`config.mk`:
```
export PLATFORM = sky130hd
export DESIGN_NAME = mer_ctrl
export DESIGN_NICKNAME = d
export VERILOG_FILES = /design/src/rtl/core/mer_pkg.sv /design/src/rtl/core/mer_ctrl.sv
export SDC_FILE = /design/constraint.sdc
export NUM_CORES = 1
export LEC_CHECK = 0
export BUFFER_PORTS_ARGS = -buffer_cell sky130_fd_sc_hd__buf_4
export CORE_AREA = 4 4 41 43
export CTS_CLUSTER_SIZE = 8
export DETAILED_ROUTE_END_ITERATION = 7
export DIE_AREA = 0 0 45 47
export GPL_TIMING_DRIVEN = 0
export MAX_ROUTING_LAYER = met4
export PLACE_DENSITY_LB_ADDON = 0.2
export SKIP_CTS_REPAIR_TIMING = 1
export SYNTH_ARGS = -nofsm -noshare
export SYNTH_HDL_FRONTEND = slang
export SYNTH_SLANG_ARGS = --single-unit
```
`constraint.sdc`:
```
create_clock -name clk_i -period 2.3 [get_ports clk_i]
set_input_delay 0.69 -clock clk_i [delete_from_list [all_inputs] [get_ports clk_i]]
set_output_delay 0.69 -clock clk_i [all_outputs]
set_load 0.02 [all_outputs]
```
`src/rtl/core/mer_pkg.sv`:
```
// mer_pkg: shared types and constants of the execute unit with register file
// item payloads, operation codes, controller states and control structs
// no dependencies
`timescale 1ns / 1ps
`default_nettype none

package mer_pkg;

  localparam int unsigned ResultW  = 32;
  localparam int unsigned ImmW     = 32;
  localparam int unsigned IdxW     = 6;
  localparam int unsigned DestW    = 5;
  localparam int unsigned CmdW     = 5;
  localparam int unsigned ShamtW   = 5;
  localparam int unsigned NumGpr   = 32;
  localparam int unsigned LuiShift = 16;

  localparam logic [IdxW-1:0] IdxHi = 6'd32;
  localparam logic [IdxW-1:0] IdxLo = 6'd33;

  typedef enum logic [CmdW-1:0] {
    OpAdd  = 5'd0,
    OpSub  = 5'd1,
    OpAnd  = 5'd2,
    OpOr   = 5'd3,
    OpSll  = 5'd4,
    OpSra  = 5'd5,
    OpAddu = 5'd6,
    OpSubu = 5'd7,
    OpMul  = 5'd8,
    OpEq   = 5'd9,
    OpNe   = 5'd10,
    OpGt   = 5'd11,
    OpGe   = 5'd12,
    OpLt   = 5'd13,
    OpLe   = 5'd14,
    OpMult = 5'd15,
    OpDiv  = 5'd16,
    OpLui  = 5'd17
  } op_e;

  typedef enum logic [2:0] {
    StIdle,
    StRead,
    StExec,
    StDiv,
    StWb
  } state_e;

  typedef struct packed {
    logic [CmdW-1:0]        command;
    logic [IdxW-1:0]        src_a_index;
    logic [IdxW-1:0]        src_b_index;
    logic                   use_immediate;
    logic signed [ImmW-1:0] immediate;
    logic [DestW-1:0]       dest_index;
  } in_item_t;

  typedef struct packed {
    logic signed [ResultW-1:0] result_value;
    logic                      condition;
    logic                      status;
  } out_item_t;

  typedef struct packed {
    logic load;
    logic operands;
    logic exec;
    logic div_step;
    logic wb;
  } dp_cmd_t;

  typedef struct packed {
    logic div_go;
    logic div_last;
    logic out_free;
  } dp_status_t;

endpackage

`default_nettype wire

```
`src/rtl/core/mer_ctrl.sv`:
```
// mer_ctrl: sequencer of the execute unit (accept, read, execute, divide, write back)
// drives mer_datapath through mer_pkg::dp_cmd_t; uses mer_pkg
`timescale 1ns / 1ps
`default_nettype none

module mer_ctrl (
  input  wire                  clk_i,
  input  wire                  rst_ni,
  input  wire                  in_valid_i,
  output logic                 in_ready_o,
  input  mer_pkg::dp_status_t  status_i,
  output mer_pkg::dp_cmd_t     cmd_o
);

  mer_pkg::state_e state_q, state_d;

  always_ff @(posedge clk_i or negedge rst_ni) begin
    if (!rst_ni) begin
      state_q <= mer_pkg::StIdle;
    end else begin
      state_q <= state_d;
    end
  end

  always_comb begin
    state_d    = state_q;
    in_ready_o = 1'b0;
    cmd_o      = '0;
    unique case (state_q)
      mer_pkg::StIdle: begin
        in_ready_o = 1'b1;
        if (in_valid_i) begin
          cmd_o.load = 1'b1;
          state_d    = mer_pkg::StRead;
        end
      end
      mer_pkg::StRead: begin
        cmd_o.operands = 1'b1;
        state_d        = mer_pkg::StExec;
      end
      mer_pkg::StExec: begin
        cmd_o.exec = 1'b1;
        state_d    = status_i.div_go ? mer_pkg::StDiv : mer_pkg::StWb;
      end
      mer_pkg::StDiv: begin
        cmd_o.div_step = 1'b1;
        if (status_i.div_last) begin
          state_d = mer_pkg::StWb;
        end
      end
      mer_pkg::StWb: begin
        if (status_i.out_free) begin
          cmd_o.wb = 1'b1;
          state_d  = mer_pkg::StIdle;
        end
      end
      default: begin
        state_d = mer_pkg::StIdle;
      end
    endcase
  end

endmodule

`default_nettype wire

```
==> flow_metrics.env, run 1 <==
export IMPL_status="finished, final reports clean"
export IMPL_antenna_found_initial=0
export IMPL_maxCapViolations=0
export IMPL_drive_gt1_share_pct=39.5
export IMPL_cp_arrival_ps=1310
export IMPL_cts_sinks=3
export IMPL_hp_class="in2async"
export IMPL_start_util_pct=15.4
export IMPL_drtPass1Iterations=3
export IMPL_hold_viol=0
export IMPL_path_max_fanout=10
export IMPL_area_delta_synth_final_pct=63.7
export IMPL_syn_avg_cell_area_sq_um=8.70
export IMPL_tns_ps=0
export IMPL_synth_cell_types=16
export IMPL_cp_num_buf_inv=2
export IMPL_ctsRootBufferMaster="clkbuf_4"
export IMPL_vias=219
export IMPL_cts_tree="done"
export IMPL_routabilityCongestion=0.736
export IMPL_fin_util_pct=25.2
export IMPL_largest_reg_flops=3
export IMPL_synth_net_count=29
export IMPL_path_cells="clkbuf_1, nor4b_1, buf_4"
export IMPL_largestRegisters="state_q x3"
export IMPL_io_pin_count=12
export IMPL_grt_overflow_total=0
export IMPL_grtUsageTotal_pct=6.70
export IMPL_irDropWorstVdd_mv=0.412
export IMPL_htreeDepth=1
export IMPL_drc=0
export IMPL_grt_setup_unrepaired="false"
export IMPL_clk_latency_ps=230
export IMPL_core_area_sq_um=1300
export IMPL_p_leak_uw=0.000150
export IMPL_required_ps=1610
export IMPL_diodes=0
export IMPL_synthesis_area_sq_um=200
export IMPL_die_w_um=45
export IMPL_ant_nets=0
export IMPL_die_h_um=47
export IMPL_slowest_delay_ps=350
export IMPL_postLayoutCellArea_sq_um=328
export IMPL_synthCells=23
export IMPL_worstSetupPathType="reg2out"
export IMPL_grt_pass1_vias=203
export IMPL_dieArea_sq_um=2120
export IMPL_slew_headroom_pct=74.6
export IMPL_max_freq_mhz=500
export IMPL_finalClockSkew_ps=0.454
export IMPL_critical_path_top_delay_family="buffers and inverters"
export IMPL_slew_violations=0
export IMPL_r2r_cells=3
export IMPL_min_period_over_period_pct=87.0
export IMPL_drt_first_iter_violations=4
export IMPL_dp_hpwl_um=418
export IMPL_grt_pass1_wl_um=924
export IMPL_place_inst=49
export IMPL_fin_nets=45
export IMPL_layout_common_cells="buf_4 (11), nor3b_1 (3), nor2_1 (3), clkbuf_4 (3), dfrtp_1 (3)"
export IMPL_wire_per_inst_um=10.5
export IMPL_start_kind="flop"
export IMPL_stdcell_count=53
export IMPL_final_common_cell="buf_4"
export IMPL_floorplan_rows=13
export IMPL_power_density_nw_per_um2=1550
export IMPL_end_kind="output pin"
export IMPL_cts_path_max_buffers=2
export IMPL_top_register="state_q"
export IMPL_cp_slowest_cell="dfrtp_1"
export IMPL_numCtsBuffers=3
export IMPL_fin_crit_ps=2000
export IMPL_yosysWarningCount=0
export IMPL_r2r_end="state_q[0]"
export IMPL_ys_seq_area_share_pct=37.5
export IMPL_hold_ws_ps=236
export IMPL_wl_um=558
export IMPL_via_per_inst=4.13
export IMPL_grt_max_degree=11
export IMPL_ys_seq_elements=3
export IMPL_worstMarginPinSlew_ps=381
export IMPL_clk_pin_slew_ps=40
export IMPL_r2r_slack_ps=1230
export IMPL_placed_area_sq_um=302
export IMPL_r2r_start="state_q[1]"
export IMPL_finalSetupViolCount=0
export IMPL_io_buffer_count=11
## kinds of logic after synthesis
group	after synthesis	share of synthesized area, %
flip-flops	3	37.5
AND/OR/NAND/NOR	12	34.4
buffers and inverters	3	10.6
AO/OA/AOI/OAI	5	17.5
## report_power, final
group          internal [uW]  leakage, uW  switching (uW)
clock                   65.1    0.0000150            28.3
sequential              79.9    0.0000378            27.7
combinational            137    0.0000969             169
## stage by stage
stage               total power (uW)  worst slack, ps
finish                           507              299
global route                     551              209
CTS                              517              255
detailed placement               418              420
global placement                 416              432
floorplan                        306              206
## worst reg2reg max path, cell delays in order, from the launching register on
cell      delay [ps]
dfrtp_1          450
and2_1           190
a211oi_1         220
nor3b_1           80
## area by class of cell
type,count,area (sq um)
plain buffers,2,17.5
fillers,161,973
well taps,15,18.8
clock buffers,4,26.3
flip-flops and latches,3,75.1
multi-input cells,17,104
repair buffers,11,82.6
inverters,1,3.75
## Yosys cell counts
cell	n	area share [%]
dfrtp_1	3	37
nor2_1	3	5.6
nor3b_1	3	11
nor3_1	2	5.0
a211oi_1	1	3.8
a21oi_1	1	2.5
a311oi_1	1	4.4
and2_1	1	3.1
and3_1	1	3.1
clkbuf_1	1	1.9
clkbuf_8	1	6.9
inv_1	1	1.9
nand2_1	1	1.9
nor4b_1	1	4.4
o21ai_1	1	2.5
o32ai_1	1	4.4
## worst max path at each step
stage	from	end	cells after the start
2_1_floorplan	in_valid_i	cmd_o[4]	1
5_1_grt	state_q[2]	cmd_o[4]	3
6_report	state_q[2]	cmd_o[4]	3
4_1_cts	state_q[2]	cmd_o[4]	3
3_3_place_gp	in_valid_i	cmd_o[4]	3
3_5_place_dp	in_valid_i	cmd_o[4]	3
## layer usage
| layer | vias to the layer above | share of wire, % | GRT usage [%] |
|---|---|---|---|
| met1 | 99 | 47 | 7.78 |
| met4 | 0 | 0 | 1.75 |
| met3 | 0 | 5.9 | 6.13 |
| met2 | 6 | 47 | 8.19 |
| met5 | - | 0 | - |
| li1 | 114 | - | - |
No activity file was read; power rests on OpenSTA's default activity.
==> run 2, diff against run 1 <==
==> constraint.sdc (replaced) <==
create_clock -name clk_i -period 2.3 [get_ports clk_i]
set_input_delay 0.115 -clock clk_i [delete_from_list [all_inputs] [get_ports clk_i]]
set_output_delay 0.115 -clock clk_i [all_outputs]
set_load 0.02 [all_outputs]
==> run 2 against run 1 <==
Largest cell class is now non-clock buffers. Setup slack improved by 580 ps. Non-clock buffer count increased by 1. Routed wire length increased by 0.36%. Largest power group unchanged. Power increased by 0.26%. Clock skew unchanged. Final cell count increased by 1.9%. Die area unchanged.
==> flow_metrics.env, run 2 (same netlist as run 1, synthesis figures left out) <==
export IMPL_p_comb_share_pct=60.5
export IMPL_multi_input_area_sq_um=104
export IMPL_htreeDepth=1
export IMPL_irDropWorstVdd_mv=0.412
export IMPL_core_area_sq_um=1300
export IMPL_dp_hpwl_um=418
export IMPL_fin_crit_ps=1430
export IMPL_via_per_inst=4.13
export IMPL_start_util_pct=15.4
export IMPL_routabilityCongestion=0.736
export IMPL_hp_class="in2reg"
export IMPL_drt_first_iter_violations=4
export IMPL_tns_ps=0
export IMPL_end_kind="output pin"
export IMPL_grt_max_degree=11
export IMPL_grt_overflow_total=0
export IMPL_ctsRootBufferMaster="clkbuf_4"
export IMPL_wl_um=560
export IMPL_slowest_delay_ps=350
export IMPL_grtUsageTotal_pct=6.70
export IMPL_largest_reg_flops=3
export IMPL_required_ps=2180
export IMPL_drive_gt1_share_pct=38.5
export IMPL_cp_arrival_ps=1310
export IMPL_status="finished, final reports clean"
export IMPL_dp_slack_ps=1100
export IMPL_critical_path_top_delay_family="buffers and inverters"
export IMPL_finalSetupViolCount=0
export IMPL_largestRegisters="state_q x3"
export IMPL_switching_share_pct=44.3
export IMPL_cp_num_buf_inv=2
export IMPL_cp_slowest_cell="dfrtp_1"
export IMPL_cts_path_max_buffers=2
export IMPL_grt_pass1_wl_um=924
export IMPL_die_h_um=47
export IMPL_io_buffer_count=11
export IMPL_hold_ws_ps=69.6
export IMPL_slew_headroom_pct=74.6
export IMPL_r2r_slack_ps=1230
export IMPL_final_common_cell="buf_4"
export IMPL_die_w_um=45
export IMPL_dieArea_sq_um=2120
export IMPL_hold_viol=0
export IMPL_maxCapViolations=0
export IMPL_cts_sinks=3
export IMPL_power_density_nw_per_um2=1510
export IMPL_max_freq_mhz=701
export IMPL_drtPass1Iterations=3
export IMPL_path_cells="clkbuf_1, nor4b_1, buf_4"
export IMPL_path_max_fanout=10
export IMPL_floorplan_rows=13
export IMPL_antenna_found_initial=0
export IMPL_numCtsBuffers=3
export IMPL_fin_nets=46
export IMPL_cts_tree="done"
export IMPL_pwr_share_seq_pct=21.1
export IMPL_clk_pin_slew_ps=40
export IMPL_top_register="state_q"
export IMPL_area_delta_synth_final_pct=68.8
export IMPL_grt_pass1_vias=203
export IMPL_finalClockSkew_ps=0.454
export IMPL_slew_violations=0
export IMPL_total_power_uw=509
export IMPL_p_int_uw=284
export IMPL_worstMarginPinSlew_ps=381
export IMPL_clkPwrFrac_pct=18.3
export IMPL_regArea_sq_um=75.1
export IMPL_wire_per_inst_um=10.4
export IMPL_p_leak_uw=0.000154
export IMPL_start_kind="flop"
export IMPL_drc=0
export IMPL_io_pin_count=12
export IMPL_ant_nets=0
export IMPL_vias=223
export IMPL_switching_power_uw=225
export IMPL_clk_latency_ps=230
export IMPL_diodes=0
export IMPL_worstSetupPathType="reg2out"
export IMPL_grt_setup_unrepaired="false"
export IMPL_worst_slack_ps=874
export IMPL_min_period_over_period_pct=62.0
export IMPL_layout_common_cells="buf_4 (11), nor3b_1 (3), nor2_1 (3), clkbuf_4 (3), dfrtp_1 (3)"
export IMPL_fillCellCount=161
==> run 2: final cells by class <==
| type | instances | area share [%] |
|---|---|---|
| multi-input combinational | 17 | 30.7 |
| tap | 15 | 5.56 |
| inverter | 1 | 1.11 |
| timing repair buffer | 12 | 27.4 |
| sequential | 3 | 22.2 |
| buffer | 2 | 5.19 |
| clock buffer | 4 | 7.78 |
==> run 2: path summary, 6_finish.rpt <==
path / start / end / depth (start not counted)
max in group asynchronous: rst_ni / state_q[1] / 2
worst max register to register: state_q[1] / state_q[0] / 3
worst max-delay path: state_q[2] / cmd_o[4] / 3
worst min-delay path: status_i[0] / state_q[2] / 2
worst min register to register: state_q[0] / state_q[2] / 3
min in group asynchronous: rst_ni / state_q[2] / 2
==> run 2: worst reg2reg max path, delay by kind of cell, from the launching register on <==
kind | cells | cell delay [ps]
DFF | 1 | 450
AOI/OAI and AO/OA | 1 | 220
and+or+nand+nor | 2 | 270
==> run 2: metrics by stage <==
| step | cells | cell area, sq um | utilization [%] |
|---|---|---|---|
| 2_1_floorplan | 23 | 200 | - |
| 3_3_place_gp | 49 | 302 | 23.2 |
| 3_5_place_dp | 49 | 302 | 23.2 |
| 4_1_cts | 53 | 328 | 25.2 |
| 5_1_grt | 54 | 338 | 26.0 |
| 6_report | 54 | 338 | 26.0 |
==> run 2: layer usage <==
metal | global-route usage [%] | routed length (um) | vias up
met5 | - | 0 | -
met4 | 1.75 | 0 | 0
met3 | 6.13 | 33 | 0
met2 | 8.19 | 263 | 6
met1 | 7.78 | 263 | 101
li1 | - | - | 116
==> run 2: power by group through the flow <==
stage | sequential (uW) | clock [uW] | combinational [uW]
floorplan | 99.0 | 0 | 207
global route | 111 | 104 | 338
detailed placement | 108 | 0 | 310
finish | 108 | 93.3 | 308
CTS | 107 | 99.7 | 311
global placement | 106 | 0 | 310
==> run 3, diff against run 2 <==
==> constraint.sdc (replaced) <==
create_clock -name clk_i -period 1.2 [get_ports clk_i]
set_input_delay 0.06 -clock clk_i [delete_from_list [all_inputs] [get_ports clk_i]]
set_output_delay 0.06 -clock clk_i [all_outputs]
set_load 0.02 [all_outputs]
==> run 3 against run 2 <==
First-iteration DRC count decreased by 100%. Utilization increased by 6.6 points. Die area unchanged. Clock power increased by 92%. Via count increased by 11%. The run now ends with setup timing left. Clock skew increased by 1.5 ps.
==> flow_metrics.env, run 3 (same netlist as run 1, synthesis figures left out) <==
export IMPL_path_cells="buf_8, nor4b_4, buf_4"
export IMPL_grt_pass1_vias=246
export IMPL_io_buffer_count=11
export IMPL_p_leak_uw=0.000193
export IMPL_irDropWorstVdd_mv=1.29
export IMPL_diodes=0
export IMPL_die_w_um=45
export IMPL_drc=0
export IMPL_drtPass1Iterations=1
export IMPL_routabilityCongestion=0.702
export IMPL_io_pin_count=12
export IMPL_die_h_um=47
export IMPL_grt_pass1_wl_um=966
export IMPL_slew_violations=0
export IMPL_r2r_cells=4
export IMPL_end_kind="output pin"
export IMPL_r2r_start="state_q[0]"
export IMPL_hold_viol=0
export IMPL_start_kind="flop"
export IMPL_drive_gt1_share_pct=65.1
export IMPL_required_ps=1140
export IMPL_hold_depth=2
export IMPL_wl_um=672
export IMPL_grt_setup_unrepaired="true"
export IMPL_clk_pin_slew_ps=40
export IMPL_grt_max_degree=11
export IMPL_min_period_over_period_pct=103
export IMPL_min_to="state_q[2]"
export IMPL_worst_slack_ps=-32.4
export IMPL_largestRegisters="state_q x3"
export IMPL_cts_path_max_buffers=2
export IMPL_layout_common_cells="buf_4 (15), nor2_1 (3), clkbuf_4 (3), dfrtp_2 (3)"
export IMPL_final_common_cell="buf_4"
export IMPL_fin_crit_ps=1230
export IMPL_ant_nets=0
export IMPL_finalClockSkew_ps=1.92
export IMPL_fin_nets=50
export IMPL_r2r_slack_ps=20
export IMPL_floorplan_rows=13
export IMPL_fillCellCount=151
export IMPL_dieArea_sq_um=2120
export IMPL_postLayoutCellArea_sq_um=424
export IMPL_max_freq_mhz=811
export IMPL_power_density_nw_per_um2=2950
export IMPL_hp_class="in2reg"
export IMPL_finalSetupViolCount=1
export IMPL_core_area_sq_um=1300
export IMPL_cts_sinks=3
export IMPL_largest_reg_flops=3
export IMPL_cp_slowest_cell="dfrtp_2"
export IMPL_antenna_found_initial=0
export IMPL_area_delta_synth_final_pct=112
export IMPL_r2r_end="state_q[1]"
export IMPL_status="finished, violations left"
export IMPL_slowest_delay_ps=430
export IMPL_top_register="state_q"
export IMPL_placed_area_sq_um=308
export IMPL_dp_hpwl_um=451
export IMPL_cp_arrival_ps=1170
export IMPL_violations="setup timing"
export IMPL_wire_per_inst_um=11.6
export IMPL_drt_first_iter_violations=0
export IMPL_worstMarginPinSlew_ps=247
export IMPL_ctsRootBufferMaster="clkbuf_4"
export IMPL_tns_ps=-32.4
export IMPL_start_util_pct=15.4
export IMPL_grtUsageTotal_pct=7.11
export IMPL_clk_latency_ps=230
export IMPL_grt_overflow_total=0
export IMPL_slew_headroom_pct=83.4
export IMPL_worstSetupPathType="reg2out"
export IMPL_vias=247
export IMPL_cts_tree="done"
export IMPL_maxCapViolations=0
export IMPL_via_per_inst=4.26
export IMPL_path_max_fanout=5
export IMPL_hp_start="status_i[0]"
export IMPL_htreeDepth=1
export IMPL_numCtsBuffers=3
-- run 3: cell count changes in the layout (fill, tap and decap cells not counted), moves of 2 or more --
cell,delta
nor3b_2,+2
nor3b_1,-2
dfrtp_2,+3
dfrtp_1,-3
buf_4,+4
-- run 3: critical path: cells and delay by family (launching register included) --
| kind | cells | cell delay (ps) |
|---|---|---|
| flip-flops | 1 | 430 |
| buffers and inverters | 2 | 320 |
| AND/OR/NAND/NOR | 1 | 200 |
-- run 3: worst max path at each step --
stage	start	endpoint	slack, ps	cells past startpoint
3_3_place_gp	state_q[2]	cmd_o[4]	110	3
4_1_cts	state_q[2]	cmd_o[4]	-180	3
5_1_grt	state_q[0]	cmd_o[4]	-90	3
3_5_place_dp	state_q[2]	cmd_o[4]	80	3
2_1_floorplan	state_q[2]	cmd_o[3]	50	2
6_report	state_q[0]	cmd_o[4]	-30	3
-- run 3: power breakdown --
| group | internal, uW | switching (uW) | leakage, uW |
|---|---|---|---|
| combinational | 447 | 348 | 0.000144 |
| clock | 125 | 54.6 | 0.0000150 |
| sequential | 164 | 114 | 0.0000340 |
-- run 3: cell type report --
class / instances / area [sq um] / share of cell area [%]
buffer: 1 / 15.0 / 3.54
clock buffer: 4 / 26.3 / 6.19
inverter: 1 / 3.75 / 0.885
multi-input combinational: 17 / 134 / 31.6
sequential: 3 / 78.8 / 18.6
tap: 15 / 18.8 / 4.42
timing repair buffer: 17 / 148 / 34.8
-- run 3: metal layers --
| metal | part of all wire (%) | wire length, um | vias up | global-route usage (%) |
|---|---|---|---|---|
| met5 | 0 | 0 | - | - |
| met4 | 0 | 0 | 0 | 10.5 |
| met3 | 3.7 | 25 | 0 | 0.383 |
| met2 | 55 | 372 | 7 | 10.2 |
| met1 | 41 | 275 | 116 | 7.31 |
| li1 | - | - | 124 | - |
-- run 3: metrics by stage --
stage / std cells / utilization, % / power (uW) / worst slack [ps] / hold slack, ps
finish: 58 / 32.6 / 1250 / -32.4 / 9.75
global route: 58 / 32.6 / 1340 / -85.1 / 11.8
CTS: 53 / 25.7 / 1010 / -179 / -401
detailed placement: 49 / 23.7 / 817 / 81.3 / -150
global placement: 49 / 23.7 / 816 / 105 / -150
floorplan: 23 / - / 601 / 49.8 / -236
